### src/rtl/lru_page_replacement_top_assert.svh
// assertion macros for the lru page replacement block
// both sample on clk and are disabled while arst_n is low
`ifndef LRU_PAGE_REPLACEMENT_TOP_ASSERT_SVH
`define LRU_PAGE_REPLACEMENT_TOP_ASSERT_SVH

// property that must hold in the same cycle
`define LPR_ASSERT(lbl, prop, msg) \
	lbl: assert property (@(posedge clk) disable iff (!arst_n) (prop)) else $error(msg);

// consequent checked in the cycle after the antecedent
`define LPR_ASSERT_NEXT(lbl, ante, cons, msg) \
	lbl: assert property (@(posedge clk) disable iff (!arst_n) (ante) |=> (cons)) else $error(msg);

`endif

### src/rtl/lpr_pkg.sv
package lpr_pkg;

	localparam int FRAME_COUNT = 8;
	localparam int PAGE_BITS   = 16;
	localparam int FRAME_W     = (FRAME_COUNT > 1) ? $clog2(FRAME_COUNT) : 1;
	localparam int FILL_W      = $clog2(FRAME_COUNT + 1);
	localparam int LIMIT_W     = 4;
	localparam int FAULT_W     = 32;
	localparam int LIMIT_RESET = 3;

	// one position of the recency stack: frame id and the page it holds
	typedef struct packed {
		logic                 valid;
		logic [FRAME_W-1:0]   frame;
		logic [PAGE_BITS-1:0] page;
	} cell_t;

	typedef struct packed {
		logic                 load;
		logic [PAGE_BITS-1:0] probe;
	} cell_ctrl_t;

	typedef struct packed {
		logic                 load;
		logic                 full;
		logic [FILL_W-1:0]    filled;
		logic [PAGE_BITS-1:0] page;
	} chain_ctrl_t;

	typedef struct packed {
		logic                 hit;
		logic [FRAME_W-1:0]   slot;
		logic                 ev_valid;
		logic [PAGE_BITS-1:0] ev_page;
	} lookup_t;

endpackage

### src/rtl/lpr_cell.sv
module lpr_cell (
	input  logic               clk,
	input  logic               arst_n,
	input  lpr_pkg::cell_ctrl_t ctrl,
	input  lpr_pkg::cell_t      up,
	output lpr_pkg::cell_t      state,
	output logic               match
);
	import lpr_pkg::*;

	logic                 valid_q;
	logic [FRAME_W-1:0]   frame_q;
	logic [PAGE_BITS-1:0] page_q;

	always_ff @(posedge clk or negedge arst_n) begin
		if (!arst_n) begin
			valid_q <= 1'b0;
		end else if (ctrl.load) begin
			valid_q <= up.valid;
		end
	end

	always_ff @(posedge clk) begin
		if (ctrl.load) begin
			frame_q <= up.frame;
			page_q  <= up.page;
		end
	end

	assign state.valid = valid_q;
	assign state.frame = frame_q;
	assign state.page  = page_q;
	assign match       = valid_q && (page_q == ctrl.probe);

endmodule

### src/rtl/lpr_chain.sv
module lpr_chain (
	input  logic                clk,
	input  logic                arst_n,
	input  lpr_pkg::chain_ctrl_t ctrl,
	output lpr_pkg::lookup_t     lk
);
	import lpr_pkg::*;

	cell_t                  cells [FRAME_COUNT];
	cell_t                  ups   [FRAME_COUNT];
	cell_ctrl_t             cctl  [FRAME_COUNT];
	logic [FRAME_COUNT-1:0] match;
	logic [FRAME_COUNT-1:0] shift;
	lookup_t                lk_c;

	always_comb begin
		logic                 acc;
		logic                 last;
		logic [FRAME_W-1:0]   hit_frame;
		logic [FRAME_W-1:0]   last_frame;
		logic [PAGE_BITS-1:0] last_page;
		acc        = 1'b0;
		hit_frame  = '0;
		last_frame = '0;
		last_page  = '0;
		shift      = '0;
		lk_c.hit   = |match;
		for (int i = FRAME_COUNT - 1; i >= 0; i--) begin
			acc  = acc | match[i];
			last = (FILL_W'(i + 1) == ctrl.filled);
			if (match[i]) begin
				hit_frame = hit_frame | cells[i].frame;
			end
			if (last) begin
				last_frame = cells[i].frame;
				last_page  = cells[i].page;
			end
			// positions from the top down to the vacated one move down by one
			if (lk_c.hit) begin
				shift[i] = acc;
			end else if (!ctrl.full) begin
				shift[i] = (FILL_W'(i) <= ctrl.filled);
			end else begin
				shift[i] = (FILL_W'(i) < ctrl.filled);
			end
		end
		if (lk_c.hit) begin
			lk_c.slot = hit_frame;
		end else if (!ctrl.full) begin
			lk_c.slot = FRAME_W'(ctrl.filled);
		end else begin
			lk_c.slot = last_frame;
		end
		lk_c.ev_valid = !lk_c.hit && ctrl.full;
		lk_c.ev_page  = lk_c.ev_valid ? last_page : '0;
	end

	assign lk = lk_c;

	for (genvar g = 0; g < FRAME_COUNT; g++) begin : g_cell
		if (g == 0) begin : g_head
			assign ups[g].valid = 1'b1;
			assign ups[g].frame = lk_c.slot;
			assign ups[g].page  = ctrl.page;
		end else begin : g_link
			assign ups[g] = cells[g-1];
		end
		assign cctl[g].load  = ctrl.load && shift[g];
		assign cctl[g].probe = ctrl.page;

		lpr_cell u_cell (
			.clk    (clk),
			.arst_n (arst_n),
			.ctrl   (cctl[g]),
			.up     (ups[g]),
			.state  (cells[g]),
			.match  (match[g])
		);
	end

endmodule

### src/rtl/lru_page_replacement_top.sv
// lru page replacement: recency stack held as a row of shifting cells
// results are registered and appear in the cycle after a page word is accepted
// one word per cycle unless stalled; lookup, fill and eviction settle in one
// pass over the cell row, the register keeps input and output sides apart
// reset: all frames empty, fault count zero, frame limit 3; no clearing pass
`include "lru_page_replacement_top_assert.svh"

module lru_page_replacement_top (
	input  logic                        clk,
	input  logic                        arst_n,
	input  logic                        in_valid,
	output logic                        in_stall,
	input  logic [lpr_pkg::PAGE_BITS-1:0] page_number,
	output logic                        out_valid,
	input  logic                        out_stall,
	output logic                        hit,
	output logic [lpr_pkg::FRAME_W-1:0]   frame_slot,
	output logic                        evicted_valid,
	output logic [lpr_pkg::PAGE_BITS-1:0] evicted_page,
	output logic [lpr_pkg::FAULT_W-1:0]   fault_total,
	input  logic                        cfg_valid,
	output logic                        cfg_ready,
	input  logic [lpr_pkg::LIMIT_W-1:0]   frame_limit
);
	import lpr_pkg::*;

	logic [LIMIT_W-1:0]   limit_q;
	logic [FILL_W-1:0]    filled_q;
	logic [FAULT_W-1:0]   fault_q;
	logic                 out_valid_q;
	logic                 hit_q;
	logic [FRAME_W-1:0]   slot_q;
	logic                 ev_valid_q;
	logic [PAGE_BITS-1:0] ev_page_q;
	logic [FILL_W-1:0]    lim_eff;
	logic                 accept;
	logic                 miss;
	chain_ctrl_t          cctl;
	lookup_t              lk;

	assign cfg_ready = 1'b1;
	assign in_stall  = out_valid_q && out_stall;
	assign accept    = in_valid && !in_stall;
	assign miss      = accept && !lk.hit;

	always_comb begin
		if (limit_q == '0) begin
			lim_eff = FILL_W'(1);
		end else if (int'(limit_q) > FRAME_COUNT) begin
			lim_eff = FILL_W'(FRAME_COUNT);
		end else begin
			lim_eff = FILL_W'(limit_q);
		end
	end

	assign cctl.load   = accept;
	assign cctl.full   = (filled_q >= lim_eff);
	assign cctl.filled = filled_q;
	assign cctl.page   = page_number;

	lpr_chain u_chain (
		.clk    (clk),
		.arst_n (arst_n),
		.ctrl   (cctl),
		.lk     (lk)
	);

	always_ff @(posedge clk or negedge arst_n) begin
		if (!arst_n) begin
			limit_q     <= LIMIT_W'(LIMIT_RESET);
			filled_q    <= '0;
			fault_q     <= '0;
			out_valid_q <= 1'b0;
		end else begin
			if (cfg_valid && cfg_ready) begin
				limit_q <= frame_limit;
			end
			if (miss && !cctl.full) begin
				filled_q <= filled_q + FILL_W'(1);
			end
			// fault count sticks at all ones
			if (miss && (fault_q != '1)) begin
				fault_q <= fault_q + FAULT_W'(1);
			end
			if (accept) begin
				out_valid_q <= 1'b1;
			end else if (!out_stall) begin
				out_valid_q <= 1'b0;
			end
		end
	end

	always_ff @(posedge clk) begin
		if (accept) begin
			hit_q      <= lk.hit;
			slot_q     <= lk.slot;
			ev_valid_q <= lk.ev_valid;
			ev_page_q  <= lk.ev_page;
		end
	end

	assign out_valid     = out_valid_q;
	assign hit           = hit_q;
	assign frame_slot    = slot_q;
	assign evicted_valid = ev_valid_q;
	assign evicted_page  = ev_page_q;
	// the counter only moves with an accepted word, so it matches the held result
	assign fault_total   = fault_q;

	`LPR_ASSERT(a_filled_bound, int'(filled_q) <= FRAME_COUNT, "fill count beyond frame count")
	`LPR_ASSERT_NEXT(a_hit_keeps_fill, accept && lk.hit, $stable(filled_q), "fill count moved on a hit")
	`LPR_ASSERT_NEXT(a_fault_step, miss && (fault_q != '1), fault_q == $past(fault_q) + FAULT_W'(1), "fault count missed a step")
	`LPR_ASSERT(a_no_evict_zero, !(out_valid && !evicted_valid) || (evicted_page == '0), "evicted page not zero without eviction")

endmodule
### config.mk
export PLATFORM = sky130hd
export DESIGN_NAME = lru_page_replacement_top
export DESIGN_NICKNAME = d
export VERILOG_FILES = /design/src/rtl/lpr_pkg.sv /design/src/rtl/lpr_cell.sv /design/src/rtl/lpr_chain.sv /design/src/rtl/lru_page_replacement_top.sv
export VERILOG_INCLUDE_DIRS = /design/src /design/src/rtl
export SDC_FILE = /design/constraint.sdc
export NUM_CORES = 1
export LEC_CHECK = 0
export BUFFER_PORTS_ARGS = -buffer_cell sky130_fd_sc_hd__buf_2
export CORE_ASPECT_RATIO = 1.25
export CORE_MARGIN = 3
export CORE_UTILIZATION = 35
export DETAILED_ROUTE_END_ITERATION = 16
export HOLD_SLACK_MARGIN = 0.15
export PLACE_DENSITY_LB_ADDON = 0.2
export SYNTH_ARGS = -nofsm -noshare
export SYNTH_HDL_FRONTEND = slang
export SYNTH_SLANG_ARGS = --single-unit
### constraint.sdc
create_clock -name clk -period 3.7 [get_ports clk]
set_input_delay 0.37 -clock clk [delete_from_list [all_inputs] [get_ports clk]]
set_output_delay 0.37 -clock clk [all_outputs]
set_load 0.02 [all_outputs]
* Yosys cells after proc, flatten, opt, wreduce, memory -nomap -nowiden
Cells that the tools add are included.
** Storage, ports and cells
- Output and inout port bits :: 56
- Register bits :: 222
** Operators by class
- Mux-type cells :: 46
- Add/subtract/negate cells :: 2
- Magnitude comparators :: 18
- Equality and inequality tests :: 18
- Reduce and logical (&&, ||, !) cells :: 27
- Bitwise gates (word level) :: 14
** Operators by type and width (number)
- 16-bit equality test :: 8
- 16-bit 2-to-1 mux :: 8
- 3-bit 2-to-1 mux :: 18
- 32-bit by 1-bit adder with 32-bit output (second input constant) :: 1
- 32-bit != test (second input constant) :: 1
- 1-bit logical AND :: 22
- 3-bit bitwise OR :: 7
- 1-bit 2-to-1 mux :: 18
- 3-bit by 4-bit equality test with 1-bit output (first input constant) :: 4
- 3-bit by 4-bit less-or-equal comparator with 1-bit output (first input constant) :: 4
- 3-bit by 4-bit < comparator with 1-bit output (first input constant) :: 4
- 2-bit by 4-bit equality test with 1-bit output (first input constant) :: 2
- 1-bit by 4-bit less-or-equal comparator with 1-bit output (first input constant) :: 2
- 2-bit by 4-bit less-or-equal comparator with 1-bit output (first input constant) :: 2
- 1-bit by 4-bit < comparator with 1-bit output (first input constant) :: 2
- 2-bit by 4-bit < comparator with 1-bit output (first input constant) :: 2
- 4-bit 2-to-1 mux :: 2
- 8-bit OR reduction :: 1
- 1-bit bitwise OR :: 7
- 4-bit by 1-bit adder with 4-bit output (second input constant) :: 1
- 1-bit by 4-bit equality test with 1-bit output (first input constant) :: 1
- 4-bit equality test (first input constant) :: 1
- 4-bit >= comparator :: 1
- 4-bit greater-than comparator (second input constant) :: 1
- 3 further kinds :: 5

* Longest topological paths before layout
- Word-level depth :: 18
- Gate-level depth with buffers :: 13
- Gate-level depth less buffers :: 12

* Hierarchy
From an unflattened synthesis, not the netlist that was laid out.
** Second synthesis, totals
- Cells, all modules :: 837
- Area total of the unflattened synthesis :: 10824.1 um^2
** By module, submodules not included
- lpr_cell :: area an instance 795.8 um^2, times used 8, cells each 44
- lru_page_replacement_top :: area an instance 2680.1 um^2, times used 1, cells each 203
- lpr_chain :: area an instance 1778.0 um^2, times used 1, cells each 282

* Least setup slack after synthesis
Ideal clock, no wire load.
- Path type :: input -> register
- Start :: input page_number[11] in the netlist's numbering
- End :: register u_chain.g_cell[2].u_cell.valid_q
- Stages :: 8
- Path buffers :: 1
- Data arrival time :: 3.464 ns
- Slack :: 0.111 ns
- Cell sequence :: buf_4 -> xor2_1 -> or4b_2 -> nor3_1 -> or2_2 -> nor3_1 -> a21oi_1 -> mux2_2
** RTL lines
- start: declaration :: RTL line lru_page_replacement_top.sv:13 : input logic [lpr_pkg::PAGE_BITS-1:0] page_number,
- end signal: assignment :: RTL line lpr_cell.sv:19 : valid_q <= up.valid;
- end: declaration :: RTL line lpr_cell.sv:11 : logic valid_q;

==> out/summary.txt <==
Outcome - complete, no violations
Top_reg_cell synth - edfxtp_1
Overall routed net length - 30.56 mm
Total CTS buffers - 24
Antenna-violating nets left - 0
Synth Cell Area - 11130 sq um
Register area share after synthesis - 57.70%
CP peak stage delay - 0.57 ns
Area added between synthesis and finish - 16.88%
CTS root buffer - clkbuf_16
First-pass GRT wire length - 46.95 mm
Multi-input logic area - 4464 sq um
Leak pwr - 4.770 nW
Synthesis Warnings - 0
Die height - 205.4 um
Setup TNS - 0 ns
Routability Congestion - 0.8429
Non-Filler Instances - 1451
Clock sink count - 222
Net Count, Synth - 966
Most common cell after layout, fill and taps aside - edfxtp_1
Fin crit share - 86.22%
Largest fanout on the critical path - 16
Worst Clk Skew - 0.01758 ns
Fillers - 2993
Hold WC Path Type - input pin to register
Ratio of cells with drive above 1 in the final layout - 16.28%
Syn avg cell area - 11.93 sq um
Row Count - 72
Reg2reg setup slack - 0.51 ns
Post-synthesis cell type count - 62
Fin crit period - 3.190 ns
Worst slew pin tran - 0.8653 ns
Routed WL per cell - 21.06 um
Final setup violation count - 0
Slew headroom - 42.31%
Worst setup path end - u_chain.g_cell[0].u_cell.page_q[9]$_DFFE_PP_
Worst Setup End Kind - register
Vias/cell - 5.330
# diodes - 0
Crit path max-delay cell type - or4_1
Critical path arrival - 3.39 ns
Clk slew on worst S/H paths - 0.06 ns
Area after DPL - 12160 sq um
Longest Clk Path Bufs - 3
Ports - 81
Crit path cell chain - xor2_1 > or4_1 > nor4_1 > nor4_1 > buf_4 > nand3b_1 > nor2_1 > nor2_1 > buf_4
Final nets - 1061
Die area - 34000 sq um
Initial antenna violation count - 0
Required time of the critical path - 3.90 ns
Family with the most delay on the worst path - simple AND/OR/NAND/NOR gates
H-tree Lvls - 1
Vias post-DR - 7734
# port buffers - 79
EDFF count, synth - 173
PwrDens - 700.0 nW/um^2
Chip Width - 165.5 um
Pin count of the biggest net entering global routing - 50
WP buf/inv - 2
Vias in the first global route - 7953
WP depth - 9
Starting Density - 35.71%
Share of async-settable or async-resettable flops after synthesis - 22.07%
Hold_sp - cfg_valid
Crit path launch type - register
Max-cap violations - 0
Crit path kind - register to register
Maximum vdd drop - 0.4252 mV
Depth of the most critical reg-to-reg path - 9
Core area - 31170 sq um
Synth Register Bits - 222
Commonest cells after routing, fill and taps aside - 173 x edfxtp_1, 98 x xor2_1, 79 x buf_2
RR Endpoint - u_chain.g_cell[0].u_cell.page_q[9]$_DFFE_PP_
Drt initial violations - 511
Worst setup path startpoint - u_chain.g_cell[1].u_cell.page_q[15]$_DFFE_PP_
TritonRoute pass-1 iters - 5
Post-route DRC - 0
Final Instance Area - 13010 sq um
DP HPWL - 23.07 mm
Total gr overflow - 0
Final Hold Fails - 0
FMAX - 0.3135 GHz
CTS tree - done
Placed Instances - 1400
Clk_lat worst skew - 0.53 ns
RSZ-0062 raised after global routing - no
Fin. max-slew vios - 0
Global router's overall resource usage - 18.00%
Cell count after synthesis - 933
Reg area - 6424 sq um
CTS resizes - 0
Worst R2R Start - u_chain.g_cell[1].u_cell.page_q[15]$_DFFE_PP_
[per-stage QoR]
stage | total power [mW] | utilization (%) | hold slack [ns] | worst slack [ns]
2_1_floorplan | 5.629 | - | 0.07441 | 0.1108
3_3_place_gp | 6.795 | 39.02 | 0.4624 | 0.3947
3_5_place_dp | 6.783 | 39.02 | 0.4724 | 0.3515
4_1_cts | 9.178 | 41.74 | 0.1501 | 0.5012
5_1_grt | 9.599 | 41.74 | 0.1701 | 0.2591
6_report | 9.108 | 41.74 | 0.1709 | 0.5100
[worst reg2reg max path: stages (launching register included)]
cell and delay, ns:
edfxtp_1 0.43, xor2_1 0.19, or4_1 0.57, nor4_1 0.37
nor4_1 0.17, buf_4 0.20, nand3b_1 0.18, nor2_1 0.09
nor2_1 0.31, buf_4 0.34
[final cells by class]
cell class                 count  area share (%)
multi-input combinational    650           34.31
timing repair buffer         121           6.308
inverter                       9          0.2596
clock inverter                12          0.8078
sequential                   222           49.37
tap                          407           3.914
clock buffer                  30           5.029
[what timing repair did]
| item | in CTS | in global routing |
|---|---|---|
| hold endpoints to repair | 52 | 0 |
| setup buffers | 0 | 0 |
| hold buffers | 9 | 0 |
[metal layers]
layer | GRT usage (%) | vias to the layer above | part of all wire, %
met1 | 23.02 | 3767 | 43
met4 | 7.103 | 0 | 3.8
met3 | 2.074 | 60 | 3.7
li1 | - | 3718 | -
met2 | 31.01 | 189 | 50
met5 | 0 | - | 0
[worst min path at each step]
stage	end	slack [ns]	cells after the start
2_1_floorplan	fault_total[0]$_DFFE_PN0P_	0.07	0
3_3_place_gp	u_chain.g_cell[3].u_cell.frame_q[0]$_DFFE_PP_	0.46	0
3_5_place_dp	u_chain.g_cell[3].u_cell.frame_q[0]$_DFFE_PP_	0.47	0
4_1_cts	limit_q[2]$_DFFE_PN0P_	0.15	2
5_1_grt	limit_q[1]$_DFFE_PN1P_	0.17	2
6_report	limit_q[2]$_DFFE_PN0P_	0.17	2
[logic make-up (layout without fill, tap and decap cells)]
kind of cell / count (synthesis) / after routing / synth area share [%]
other: 1 / 1 / 0.03369
AND/OR/NAND/NOR: 303 / 303 / 15.10
flip-flops: 222 / 222 / 57.70
XOR/XNOR: 165 / 165 / 12.98
multiplexers: 12 / 12 / 1.248
AO/OA/AOI/OAI: 161 / 161 / 9.475
adder cells (fa/ha/maj): 8 / 8 / 0.8992
buffers and inverters: 61 / 172 / 2.563
[flip-flops by register name, indices dropped and copies added (netlist names), 3 cells and up]
signal                         flops
limit_q                            4
fault_total                       32
evicted_page                      16
u_chain.g_cell.u_cell.frame_q     24
frame_slot                         3
filled_q                           4
u_chain.g_cell.u_cell.page_q     128
u_chain.g_cell.u_cell.valid_q      8
[synth_stat cells, types with 3 or more instances]
master    instances  area [sq um]
edfxtp_1        173          5195
xor2_1           98         858.3
nand2_1          73         274.0
xnor2_1          67         586.8
o21ai_0          56         280.3
dfrtp_1          47          1176
nor4_1           38         237.7
nand3_1          37         185.2
a21oi_1          36         180.2
nor2_1           34         127.6
clkbuf_1         28         105.1
nand4_1          26         162.7
and3_1           24         150.1
a221o_1          22         220.2
nor3_1           16         80.08
buf_2            15         75.07
o211ai_1         13         97.59
mux2_2           11         123.9
nor4b_1          10         87.58
inv_1             9         33.78
nand4b_1          9         78.83
ha_1              8         100.1
a221oi_1          7         61.31
a22oi_1           6         45.04
and4_1            5         43.79
and2_1            4         25.02
buf_6             4         45.04
nand3b_1          4         30.03
a22o_1            3         26.28
and3b_1           3         26.28
and4b_1           3         30.03
buf_1             3         11.26
or4_1             3         22.52
[where the power goes]
part           switching, mW  total [mW]  internal, mW
Combinational           1.89        2.97          1.08
Sequential             0.401        3.78          3.38
Clock                  0.975        2.36          1.38
Total                   3.26        9.11          5.84
No activity file was read; power rests on OpenSTA's default activity.
